**src/rtl/core/rlbd_pkg.sv**
```systemverilog
package rlbd_pkg;

  localparam int unsigned SLOTS      = 4;
  localparam int unsigned SAMPLE_W   = 10;
  localparam int unsigned TIME_W     = 32;
  localparam int unsigned ID_W       = 8;
  localparam int unsigned MS_W       = 16;
  localparam int unsigned COUNT_W    = 3;
  localparam int unsigned CFG_IDX_W  = 3;
  localparam int unsigned CFG_DATA_W = 40;

  localparam logic [MS_W-1:0]     HOLD_TIME_RST   = MS_W'(50);
  localparam logic [MS_W-1:0]     SETTLE_TIME_RST = MS_W'(200);
  localparam logic [SAMPLE_W-1:0] IDLE_THR_RST    = SAMPLE_W'(1009);

  typedef enum logic [CFG_IDX_W-1:0] {
    REG_BUTTON_COUNT = 3'd0,
    REG_BUTTON_IDS   = 3'd1,
    REG_CENTERS      = 3'd2,
    REG_DEVIATIONS   = 3'd3,
    REG_HOLD_TIME    = 3'd4,
    REG_SETTLE_TIME  = 3'd5,
    REG_IDLE_THR     = 3'd6
  } cfg_reg_e;

  typedef struct packed {
    logic [COUNT_W-1:0]       button_count;
    logic [SLOTS*ID_W-1:0]    ids;
    logic [SLOTS*SAMPLE_W-1:0] centers;
    logic [SLOTS*SAMPLE_W-1:0] deviations;
    logic [MS_W-1:0]          hold_time;
    logic [MS_W-1:0]          settle_time;
    logic [SAMPLE_W-1:0]      idle_thr;
  } cfg_t;

  typedef struct packed {
    logic clr;
    logic arm;
    logic fire;
  } slot_ctrl_t;

  typedef struct packed {
    logic hit;
    logic armed;
    logic can_fire;
  } slot_stat_t;

endpackage

```
**src/rtl/core/rlbd_in_if.sv**
```systemverilog
interface rlbd_in_if import rlbd_pkg::*; ();
  logic                valid;
  logic                ready;
  logic [SAMPLE_W-1:0] sample;
  logic [TIME_W-1:0]   now_ms;

  modport source (output valid, output sample, output now_ms, input ready);
  modport sink (input valid, input sample, input now_ms, output ready);
endinterface

```
**src/rtl/core/rlbd_out_if.sv**
```systemverilog
interface rlbd_out_if import rlbd_pkg::*; ();
  logic            valid;
  logic            ready;
  logic [ID_W-1:0] pressed_id;

  modport source (output valid, output pressed_id, input ready);
  modport sink (input valid, input pressed_id, output ready);
endinterface

```
**src/rtl/core/rlbd_cfg_regs.sv**
```systemverilog
module rlbd_cfg_regs import rlbd_pkg::*; (
  input  logic                  clk_i,
  input  logic                  rst_ni,
  input  logic                  cfg_we_i,
  input  logic [CFG_IDX_W-1:0]  cfg_idx_i,
  input  logic [CFG_DATA_W-1:0] cfg_data_i,
  output cfg_t                  cfg_o
);

  cfg_t cfg_q;

  always_ff @(posedge clk_i or negedge rst_ni) begin
    if (!rst_ni) begin
      cfg_q <= '{button_count: '0, ids: '0, centers: '0, deviations: '0,
                 hold_time: HOLD_TIME_RST, settle_time: SETTLE_TIME_RST,
                 idle_thr: IDLE_THR_RST};
    end else if (cfg_we_i) begin
      unique case (cfg_reg_e'(cfg_idx_i))
        REG_BUTTON_COUNT: cfg_q.button_count <= cfg_data_i[COUNT_W-1:0];
        REG_BUTTON_IDS:   cfg_q.ids          <= cfg_data_i[SLOTS*ID_W-1:0];
        REG_CENTERS:      cfg_q.centers      <= cfg_data_i[SLOTS*SAMPLE_W-1:0];
        REG_DEVIATIONS:   cfg_q.deviations   <= cfg_data_i[SLOTS*SAMPLE_W-1:0];
        REG_HOLD_TIME:    cfg_q.hold_time    <= cfg_data_i[MS_W-1:0];
        REG_SETTLE_TIME:  cfg_q.settle_time  <= cfg_data_i[MS_W-1:0];
        REG_IDLE_THR:     cfg_q.idle_thr     <= cfg_data_i[SAMPLE_W-1:0];
        default: ;
      endcase
    end
  end

  assign cfg_o = cfg_q;

endmodule

```
**src/rtl/core/rlbd_slot.sv**
```systemverilog
module rlbd_slot import rlbd_pkg::*; (
  input  logic                clk_i,
  input  logic                rst_ni,
  input  logic                enable_i,
  input  logic [ID_W-1:0]     id_i,
  input  logic [SAMPLE_W-1:0] center_i,
  input  logic [SAMPLE_W-1:0] dev_i,
  input  logic [MS_W-1:0]     hold_time_i,
  input  logic [SAMPLE_W-1:0] sample_i,
  input  logic [TIME_W-1:0]   now_i,
  input  slot_ctrl_t          ctrl_i,
  output slot_stat_t          stat_o
);

  logic              armed_q;
  logic              reported_q;
  logic [TIME_W-1:0] start_q;

  logic [SAMPLE_W:0] sample_plus_dev;
  logic [SAMPLE_W:0] center_plus_dev;
  logic              in_window;
  logic [TIME_W-1:0] held;
  logic              ripe;

  // Strict window center - dev < sample < center + dev, rearranged so that
  // nothing goes negative.
  assign sample_plus_dev = {1'b0, sample_i} + {1'b0, dev_i};
  assign center_plus_dev = {1'b0, center_i} + {1'b0, dev_i};
  assign in_window = (sample_plus_dev > {1'b0, center_i}) &&
                     ({1'b0, sample_i} < center_plus_dev);

  assign held = now_i - start_q;
  assign ripe = held > {{(TIME_W-MS_W){1'b0}}, hold_time_i};

  assign stat_o.hit      = enable_i && (id_i != '0) && in_window;
  assign stat_o.armed    = armed_q;
  assign stat_o.can_fire = stat_o.hit && armed_q && ripe && !reported_q;

  always_ff @(posedge clk_i or negedge rst_ni) begin
    if (!rst_ni) begin
      armed_q    <= 1'b0;
      reported_q <= 1'b0;
    end else if (ctrl_i.clr) begin
      armed_q    <= 1'b0;
      reported_q <= 1'b0;
    end else begin
      if (ctrl_i.arm) begin
        armed_q <= 1'b1;
      end
      if (ctrl_i.fire) begin
        reported_q <= 1'b1;
      end
    end
  end

  // The start stamp is only looked at while the slot is armed.
  always_ff @(posedge clk_i) begin
    if (ctrl_i.arm) begin
      start_q <= now_i;
    end
  end

endmodule

```
**src/rtl/core/resistor_ladder_button_decoder_top.sv**
```systemverilog
// A result beat follows its input beat through the input register and
// then the result register.
// Throughput: one input beat per cycle; the single compute stage between the
// two registers sets this, and it stalls only while a result waits to be taken.
// Reset clears all button flags, stops the idle timer and loads the register defaults; time stamps are not reset.
module resistor_ladder_button_decoder_top import rlbd_pkg::*; #(
  parameter int unsigned MAX_BUTTONS = 4
) (
  input  logic                  clk_i,
  input  logic                  rst_ni,
  input  logic                  cfg_we_i,
  input  logic [CFG_IDX_W-1:0]  cfg_idx_i,
  input  logic [CFG_DATA_W-1:0] cfg_data_i,
  rlbd_in_if.sink               in_i,
  rlbd_out_if.source            out_o
);

  localparam int unsigned NumSlots = (MAX_BUTTONS < SLOTS) ? MAX_BUTTONS : SLOTS;

  cfg_t cfg;

  logic                in_valid_q;
  logic [SAMPLE_W-1:0] sample_q;
  logic [TIME_W-1:0]   now_q;

  logic                out_valid_q;
  logic [ID_W-1:0]     out_id_q;

  logic                release_timing_q, release_timing_d;
  logic [TIME_W-1:0]   release_start_q, release_start_d;
  logic                click_latch_q, click_latch_d;

  logic                stall;
  logic                go;
  logic                idle;
  logic                settled;
  logic                scan;

  slot_ctrl_t [NumSlots-1:0] ctrl;
  slot_stat_t [NumSlots-1:0] stat;
  logic [NumSlots-1:0]       arm_sel;
  logic [NumSlots-1:0]       fire_sel;
  logic                      any_fire;
  logic [ID_W-1:0]           pressed;

  rlbd_cfg_regs u_cfg (
    .clk_i,
    .rst_ni,
    .cfg_we_i,
    .cfg_idx_i,
    .cfg_data_i,
    .cfg_o (cfg)
  );

  assign stall    = out_valid_q && !out_o.ready;
  assign go       = in_valid_q && !stall;
  assign in_i.ready = !in_valid_q || !stall;

  always_ff @(posedge clk_i or negedge rst_ni) begin
    if (!rst_ni) begin
      in_valid_q <= 1'b0;
    end else if (in_i.valid && in_i.ready) begin
      in_valid_q <= 1'b1;
    end else if (go) begin
      in_valid_q <= 1'b0;
    end
  end

  always_ff @(posedge clk_i) begin
    if (in_i.valid && in_i.ready) begin
      sample_q <= in_i.sample;
      now_q    <= in_i.now_ms;
    end
  end

  assign idle    = sample_q > cfg.idle_thr;
  assign settled = (now_q - release_start_q) >
                   {{(TIME_W-MS_W){1'b0}}, cfg.settle_time};
  assign scan    = go && !idle && !click_latch_q;

  for (genvar g = 0; g < NumSlots; g++) begin : g_slot
    rlbd_slot u_slot (
      .clk_i,
      .rst_ni,
      .enable_i    (cfg.button_count > COUNT_W'(g)),
      .id_i        (cfg.ids[ID_W*g +: ID_W]),
      .center_i    (cfg.centers[SAMPLE_W*g +: SAMPLE_W]),
      .dev_i       (cfg.deviations[SAMPLE_W*g +: SAMPLE_W]),
      .hold_time_i (cfg.hold_time),
      .sample_i    (sample_q),
      .now_i       (now_q),
      .ctrl_i      (ctrl[g]),
      .stat_o      (stat[g])
    );
  end

  // Table-order scan: the first slot able to fire wins and ends the scan, so
  // only slots ahead of it may arm on this sample.
  always_comb begin
    logic blocked;
    blocked  = 1'b0;
    pressed  = '0;
    for (int i = 0; i < NumSlots; i++) begin
      fire_sel[i] = stat[i].can_fire && !blocked;
      arm_sel[i]  = stat[i].hit && !stat[i].armed && !blocked;
      if (fire_sel[i]) begin
        pressed = cfg.ids[ID_W*i +: ID_W];
      end
      blocked = blocked || stat[i].can_fire;
    end
    any_fire = blocked;
  end

  always_comb begin
    for (int i = 0; i < NumSlots; i++) begin
      ctrl[i].clr  = go && idle && release_timing_q && settled;
      ctrl[i].arm  = scan && arm_sel[i];
      ctrl[i].fire = scan && fire_sel[i];
    end
  end

  always_comb begin
    release_timing_d = release_timing_q;
    release_start_d  = release_start_q;
    click_latch_d    = click_latch_q;
    if (go) begin
      if (idle && !release_timing_q) begin
        release_timing_d = 1'b1;
        release_start_d  = now_q;
      end else if (idle) begin
        if (settled) begin
          release_timing_d = 1'b0;
          click_latch_d    = 1'b0;
        end
      end else if (!click_latch_q) begin
        release_timing_d = 1'b0;
        click_latch_d    = any_fire;
      end
    end
  end

  always_ff @(posedge clk_i or negedge rst_ni) begin
    if (!rst_ni) begin
      release_timing_q <= 1'b0;
      click_latch_q    <= 1'b0;
    end else begin
      release_timing_q <= release_timing_d;
      click_latch_q    <= click_latch_d;
    end
  end

  // Only read while the idle timer runs.
  always_ff @(posedge clk_i) begin
    release_start_q <= release_start_d;
  end

  always_ff @(posedge clk_i or negedge rst_ni) begin
    if (!rst_ni) begin
      out_valid_q <= 1'b0;
    end else if (go) begin
      out_valid_q <= 1'b1;
    end else if (out_o.ready) begin
      out_valid_q <= 1'b0;
    end
  end

  always_ff @(posedge clk_i) begin
    if (go) begin
      out_id_q <= scan ? pressed : '0;
    end
  end

  assign out_o.valid      = out_valid_q;
  assign out_o.pressed_id = out_id_q;

endmodule

```
**src/flat_wrapper.sv**
```systemverilog
// flat-port wrapper written by rule: the top's interface ports become plain ports
module resistor_ladder_button_decoder_top_flat import rlbd_pkg::*;
#(
  parameter int unsigned MAX_BUTTONS = 4
)
  (clk_i, rst_ni, cfg_we_i, cfg_idx_i, cfg_data_i, in_i_valid, in_i_sample, in_i_now_ms, in_i_ready, out_o_valid, out_o_pressed_id, out_o_ready);
  rlbd_in_if in_i_i ();
  rlbd_out_if out_o_i ();
  input  logic clk_i;
  input  logic rst_ni;
  input  logic cfg_we_i;
  input  logic [CFG_IDX_W-1:0] cfg_idx_i;
  input  logic [CFG_DATA_W-1:0] cfg_data_i;
  input wire logic [$bits(in_i_i.valid)-1:0] in_i_valid;
  input wire logic [$bits(in_i_i.sample)-1:0] in_i_sample;
  input wire logic [$bits(in_i_i.now_ms)-1:0] in_i_now_ms;
  output wire logic [$bits(in_i_i.ready)-1:0] in_i_ready;
  output wire logic [$bits(out_o_i.valid)-1:0] out_o_valid;
  output wire logic [$bits(out_o_i.pressed_id)-1:0] out_o_pressed_id;
  input wire logic [$bits(out_o_i.ready)-1:0] out_o_ready;
  assign in_i_i.valid = in_i_valid;
  assign in_i_i.sample = in_i_sample;
  assign in_i_i.now_ms = in_i_now_ms;
  assign in_i_ready = in_i_i.ready;
  assign out_o_valid = out_o_i.valid;
  assign out_o_pressed_id = out_o_i.pressed_id;
  assign out_o_i.ready = out_o_ready;
  resistor_ladder_button_decoder_top #(.MAX_BUTTONS(MAX_BUTTONS)) u_core (.clk_i(clk_i), .rst_ni(rst_ni), .cfg_we_i(cfg_we_i), .cfg_idx_i(cfg_idx_i), .cfg_data_i(cfg_data_i), .in_i(in_i_i), .out_o(out_o_i));
endmodule
```
**config.mk**
```make
export PLATFORM = sky130hd
export DESIGN_NAME = resistor_ladder_button_decoder_top_flat
export DESIGN_NICKNAME = d
export VERILOG_FILES = /design/src/rtl/core/rlbd_pkg.sv /design/src/rtl/core/rlbd_in_if.sv /design/src/rtl/core/rlbd_out_if.sv /design/src/rtl/core/rlbd_cfg_regs.sv /design/src/rtl/core/rlbd_slot.sv /design/src/rtl/core/resistor_ladder_button_decoder_top.sv /design/src/flat_wrapper.sv
export SDC_FILE = /design/constraint.sdc
export NUM_CORES = 1
export LEC_CHECK = 0
export BUFFER_PORTS_ARGS = -buffer_cell sky130_fd_sc_hd__buf_2
export CORE_UTILIZATION = 30
export DETAILED_ROUTE_END_ITERATION = 16
export PLACE_DENSITY = 0.49
export SLEW_MARGIN = 10
export SYNTH_ARGS = -nofsm -noshare
export SYNTH_HDL_FRONTEND = slang
export SYNTH_SLANG_ARGS = --single-unit
```
**constraint.sdc**
```tcl
create_clock -name clk_i -period 7.2 [get_ports clk_i]
set_clock_uncertainty 0.2 [all_clocks]
set_input_delay 1.08 -clock clk_i [delete_from_list [all_inputs] [get_ports clk_i]]
set_output_delay 1.08 -clock clk_i [all_outputs]
set_load 0.005 [all_outputs]
```
# Word level (Yosys, flattened, before mapping)
# Cells that the tools add are included.
# totals
word_cells	195
input_bits	90
ff_bits	379
# classes
bitwise_logic	1
reduce_logical	97
mux	30
n_eq_ne	9
magnitude_cmp	18
addsub	13
# ops
operator	n
greater-than comparator 32 x 16 -> 1 bit	5
subtractor 32 bit	5
adder 10 x 10 -> 11 bit	8
logical AND 1 bit	51
greater-than comparator 11 x 10 -> 1 bit	4
< comparator 10 x 11 -> 1 bit	4
two-way mux 8 bit	4
nonzero test 8 bit	4
two-way mux 1 bit	26
nonzero test 2 bit	10
logical NOT 1 bit	17
AND reduction 2 bit	8
greater-than comparator 10 bit	1
equality test 3 bit (second input constant)	3
equality test 3 x 2 -> 1 bit (second input constant)	2
greater-than comparator 3 x 1 -> 1 bit (second input constant)	2
greater-than comparator 3 x 2 -> 1 bit (second input constant)	2
inequality test 3 bit (second input constant)	2
AND reduction 3 bit	2
logical OR 1 bit	4
equality test 3 x 1 -> 1 bit (second input constant)	1
logical NOT 3 bit	1
inequality test 2 bit (second input constant)	1
NOT 1 bit	1

# Depth between registers and ports, before layout
# logic_depth
depth_word	14
depth_mapped	24
depth_no_buf	24

# By module
# A second synthesis with hierarchy kept.
# hier_totals
hier_cells	3170
hier_area_um2	30614.4
# by_module_without_submodules
module	cells_per_inst	area_each_um2	instances	seq_area_each_um2
rlbd_slot (u_core.g_slot[1].u_slot ...)	581	4823.4	2	1011.0
rlbd_cfg_regs	337	6073.3	1	3945.0
resistor_ladder_button_decoder_top	570	5677.9	1	2562.5
rlbd_slot (u_core.g_slot[0].u_slot)	576	4735.8	1	1011.0
rlbd_slot (u_core.g_slot[3].u_slot)	525	4480.5	1	1011.0

# Worst setup path before layout
# No wires, ideal clock.
# synth_path
path_kind	register to register
start	reg u_core.now_q[1]
end	reg u_core.g_slot[3].u_slot.start_q[0], enable pin
t_arrival_ps	6389
slack_ps	186
path_stages_with_launch	22
synth_period_minus_slack_ps	7014
path_cell_list	edfxtp_1 -> inv_1 -> fa_1 -> nand2b_1 -> a21oi_1 -> o21ai_2 -> a21oi_1 -> nor2b_1 -> o21ai_0 -> xor2_1 -> ha_1 -> nand4_1 -> nor3_1 -> a21boi_0 -> o31a_1 -> nor4_2 -> o2111ai_1 -> or4_4 -> nor4_4 -> or2_4 -> and4b_2 -> nor2b_1
# synth_rtl
element	line_no	rtl
from (decl)	resistor_ladder_button_decoder_top.sv:24	logic [TIME_W-1:0] now_q;
from (signal assigned)	resistor_ladder_button_decoder_top.sv:72	now_q <= in_i.now_ms;
to (signal assigned)	rlbd_slot.sv:59	start_q <= now_i;
to (decl)	rlbd_slot.sv:17	logic [TIME_W-1:0] start_q;

==> metrics.md <==
| Metric | Value |
|---|---|
| Slew @ Worst Pin | `1.14 ns` |
| Clock Path Buffers | `3` |
| ANT nets after route | `0` |
| 1st-pass router iterations | `5` |
| Layout cell share with drive strength beyond 1 | `11.8%` |
| I/O Buffers | `99` |
| CTS root buf | `clkbuf_16` |
| Max stage delay on crit path | `0.56 ns` |
| Cts repair resizes | `0` |
| Detailed-route wire length per cell | `19.8 um` |
| Most frequent cells in the layout | `ha_1, inv_1, a21oi_1, nand2_1, edfxtp_1` |
| CP Max Fanout | `32` |
| Place WS | `0.646 ns` |
| Slew Limit Fails | `0` |
| First-pass GRT wire length | `139000 um` |
| Leak | `0.0145 uW` |
| Hold-fix buffers at CTS | `0` |
| Grt total ovfl | `0` |
| Commonest non-fill, non-tap cell in the layout | `ha_1` |
| Maximum number of pins on one net before global-route repair | `108` |
| Initial drt markers | `1548` |
| Die area | `0.100 mm^2` |
| Crit path launch type | `flop` |
| Total CTS buffers | `46` |
| Post-CTS Setup Repair Bufs | `0` |
| Slew HR | `23.8%` |
| Worst path slowest cell | `or4_4` |
| Via density per instance | `5.20` |
| Crit path DAT | `6.56 ns` |
| Die height | `317 um` |
| Hold crit path type | `flop to flop` |
| TritonCTS clock tree | `done` |
| Core ar. | `0.0983 mm^2` |
| Worst path required time | `7.25 ns` |
| Seq/Total Area, Yosys | `35.5%` |
| Routed Wire Length | `90500 um` |
| Die width | `317 um` |
| Max Freq | `0.153 GHz` |
| Final setup viols | `0` |
| Final hold violation count | `0` |
| Status | `complete, no violations` |
| R2R setup slack | `0.68 ns` |
| Post-Syn Nets | `3634` |
| Bufs and invs on worst path | `2` |
| Nets@finish | `3757` |
| DRC violations left | `0` |
| Core Rows | `115` |
| Setup_tns | `0 ns` |
| RePlAce Congestion | `0.873` |
| Clk slew on worst S/H paths | `0.06 ns` |
| Register bit total from synthesis | `379` |
| Max VDD drop | `0.000192 V` |
| Initial Util | `30.2%` |
| Initial antenna violation count | `2` |
| Crit path cell chain | `buf_4, ha_1, o211ai_1, a21oi_1, o21ai_0, nand4_1, or3b_2, xnor2_1, ha_1, a21o_1, a21oi_1, o221ai_1, o31a_1, nor4_2, o2111ai_1, or4_4, nor4_4, or2_4, nand3_1, nor2_4, buf_4` |
| Ys async rst share | `44.6%` |
| Detailed-route via count | `23800` |
| Worst Slack Setup Final | `0.684 ns` |
| Clock sink total | `379` |
| Post-route insts no fill | `4578` |
| Total Routing Usage GR | `18.0%` |
| Vias in the first global route | `23300` |
| Synth Instances | `3130` |
| Crit Path Category | `flop to flop` |
| Post-Route Utilization | `34.0%` |
| Clock latency on the worst-skew pair | `0.61 ns` |
| H-tree Lvls | `2` |
| RSZ-0062 raised after global routing | `false` |
| Top FF cell, synth | `edfxtp_1` |
| Hpwl dp | `69500 um` |
| Area grow syn2layout | `12.5%` |
| Kind of cell adding the most delay to the critical path | `simple AND/OR/NAND/NOR gates` |
| Maxcap violations | `0` |
| Mapped Avg Cell Area | `9.50 um^2` |
| Ports | `100` |
| P per Cell Area | `274 mW/mm^2` |
| Cell variety after synth | `100` |
| Syn. warnings | `0` |
| Synthesized area | `0.0297 mm^2` |
| Number of synthesized flops with an enable pin | `210` |
| Placed insts | `4492` |
| Endpoint class of the critical path | `flop` |
| Share of the clock period used by the worst path | `90.5%` |
| Min cycle time layout | `6.52 ns` |
==> synthesized netlist by cell type, drive strengths merged (49+ instances only) <==
cell,number,area share [%]
clkbuf,57,0.80
mux2,103,3.9
nand4,64,1.3
nand2,211,2.7
edfxtp,210,21
nand3,49,0.83
inv,348,4.4
ha,401,17
xnor2,105,3.1
nor2,128,1.6
a21o,80,2.0
xor2,49,1.4
dfrtp,156,13
a21oi,293,5.0
o21ai,218,3.7
==> registers in the layout (all words and copies together), names as in the netlist <==
signal / count
u_core.u_cfg.cfg_o: 157
u_core.g_slot.u_slot.start_q: 128
u_core.now_q: 32
u_core.release_start_q: 32
u_core.sample_q: 10
u_core.out_o.pressed_id: 8
u_core.g_slot.u_slot.armed_q: 4
u_core.g_slot.u_slot.reported_q: 4
u_core.click_latch_q: 1
u_core.in_valid_q: 1
u_core.out_o.valid: 1
u_core.release_timing_q: 1
==> power breakdown <==
group / internal, uW / switching, uW
sequential: 2650 / 217
combinational: 1650 / 2260
clock: 1360 / 1020
total: 5660 / 3500
==> worst register-to-register path, stage by stage (launching register included) <==
cell       delay [ns]
edfxtp_1         0.36
buf_4            0.20
ha_1             0.37
o211ai_1         0.11
a21oi_1          0.33
o21ai_0          0.25
nand4_1          0.16
or3b_2           0.46
xnor2_1          0.15
ha_1             0.31
a21o_1           0.17
a21oi_1          0.14
o221ai_1         0.14
o31a_1           0.32
nor4_2           0.27
o2111ai_1        0.14
or4_4            0.56
nor4_4           0.53
or2_4            0.32
nand3_1          0.16
nor2_4           0.11
buf_4            0.39
==> worst paths after layout <==
| path | start | endpoint | cells past startpoint |
|---|---|---|---|
| max in group asynchronous | rst_ni | u_core.u_cfg.cfg_o[149]$_DFFE_PN0P_ | 2 |
| setup / recovery | u_core.now_q[3]$_DFFE_PP_ | u_core.g_slot[2].u_slot.start_q[26]$_DFFE_PP_ | 21 |
| hold / removal | u_core.in_valid_q$_DFFE_PN0P_ | u_core.out_o.valid$_DFFE_PN0P_ | 1 |
| min in group asynchronous | rst_ni | u_core.u_cfg.cfg_o[45]$_DFFE_PN0P_ | 1 |
| hold reg to reg | u_core.in_valid_q$_DFFE_PN0P_ | u_core.out_o.valid$_DFFE_PN0P_ | 1 |
| setup reg to reg | u_core.now_q[3]$_DFFE_PP_ | u_core.g_slot[2].u_slot.start_q[26]$_DFFE_PP_ | 21 |
==> metal layers <==
metal | share of wire (%) | vias to the layer above | global-route usage [%] | routed length [um]
li1 | - | 11800 | - | -
met1 | 48 | 11400 | 25.1 | 43800
met2 | 45 | 516 | 29.1 | 40800
met3 | 4.0 | 109 | 2.27 | 3600
met4 | 2.5 | 0 | 4.88 | 2260
met5 | 0 | - | 0 | 0
==> cell families (layout without fill, tap and decap cells) <==
family	after synthesis	count (layout)	synth area share [%]
adder cells (fa/ha/maj)	414	414	17.8
flip-flops	379	379	35.5
other	0	1	0
XOR/XNOR	154	154	4.54
buffers and inverters	427	587	5.64
AND/OR/NAND/NOR	703	703	12.0
AO/OA/AOI/OAI	938	938	20.2
multiplexers	115	115	4.31
==> cell type report <==
cell class | instances | area, um^2
fillers | 10100 | 64800
repair buffers | 154 | 930
well taps | 1287 | 1610
flip-flops and latches | 379 | 10600
diodes | 1 | 2.50
inverters | 348 | 1310
clock inverters | 25 | 233
clock buffers | 60 | 1270
multi-input cells | 2324 | 17500
==> per-stage QoR <==
step | instance area [um^2] | power, uW | hold WS [ns]
6_report | 33400 | 9160 | 0.287
5_1_grt | 33400 | 9860 | 0.325
4_1_cts | 33400 | 9250 | 0.291
3_5_place_dp | 31900 | 6800 | 0.274
3_3_place_gp | 31900 | 6780 | 0.279
2_1_floorplan | 29700 | 5720 | 0.254
Power figures use the tool's default switching activity.
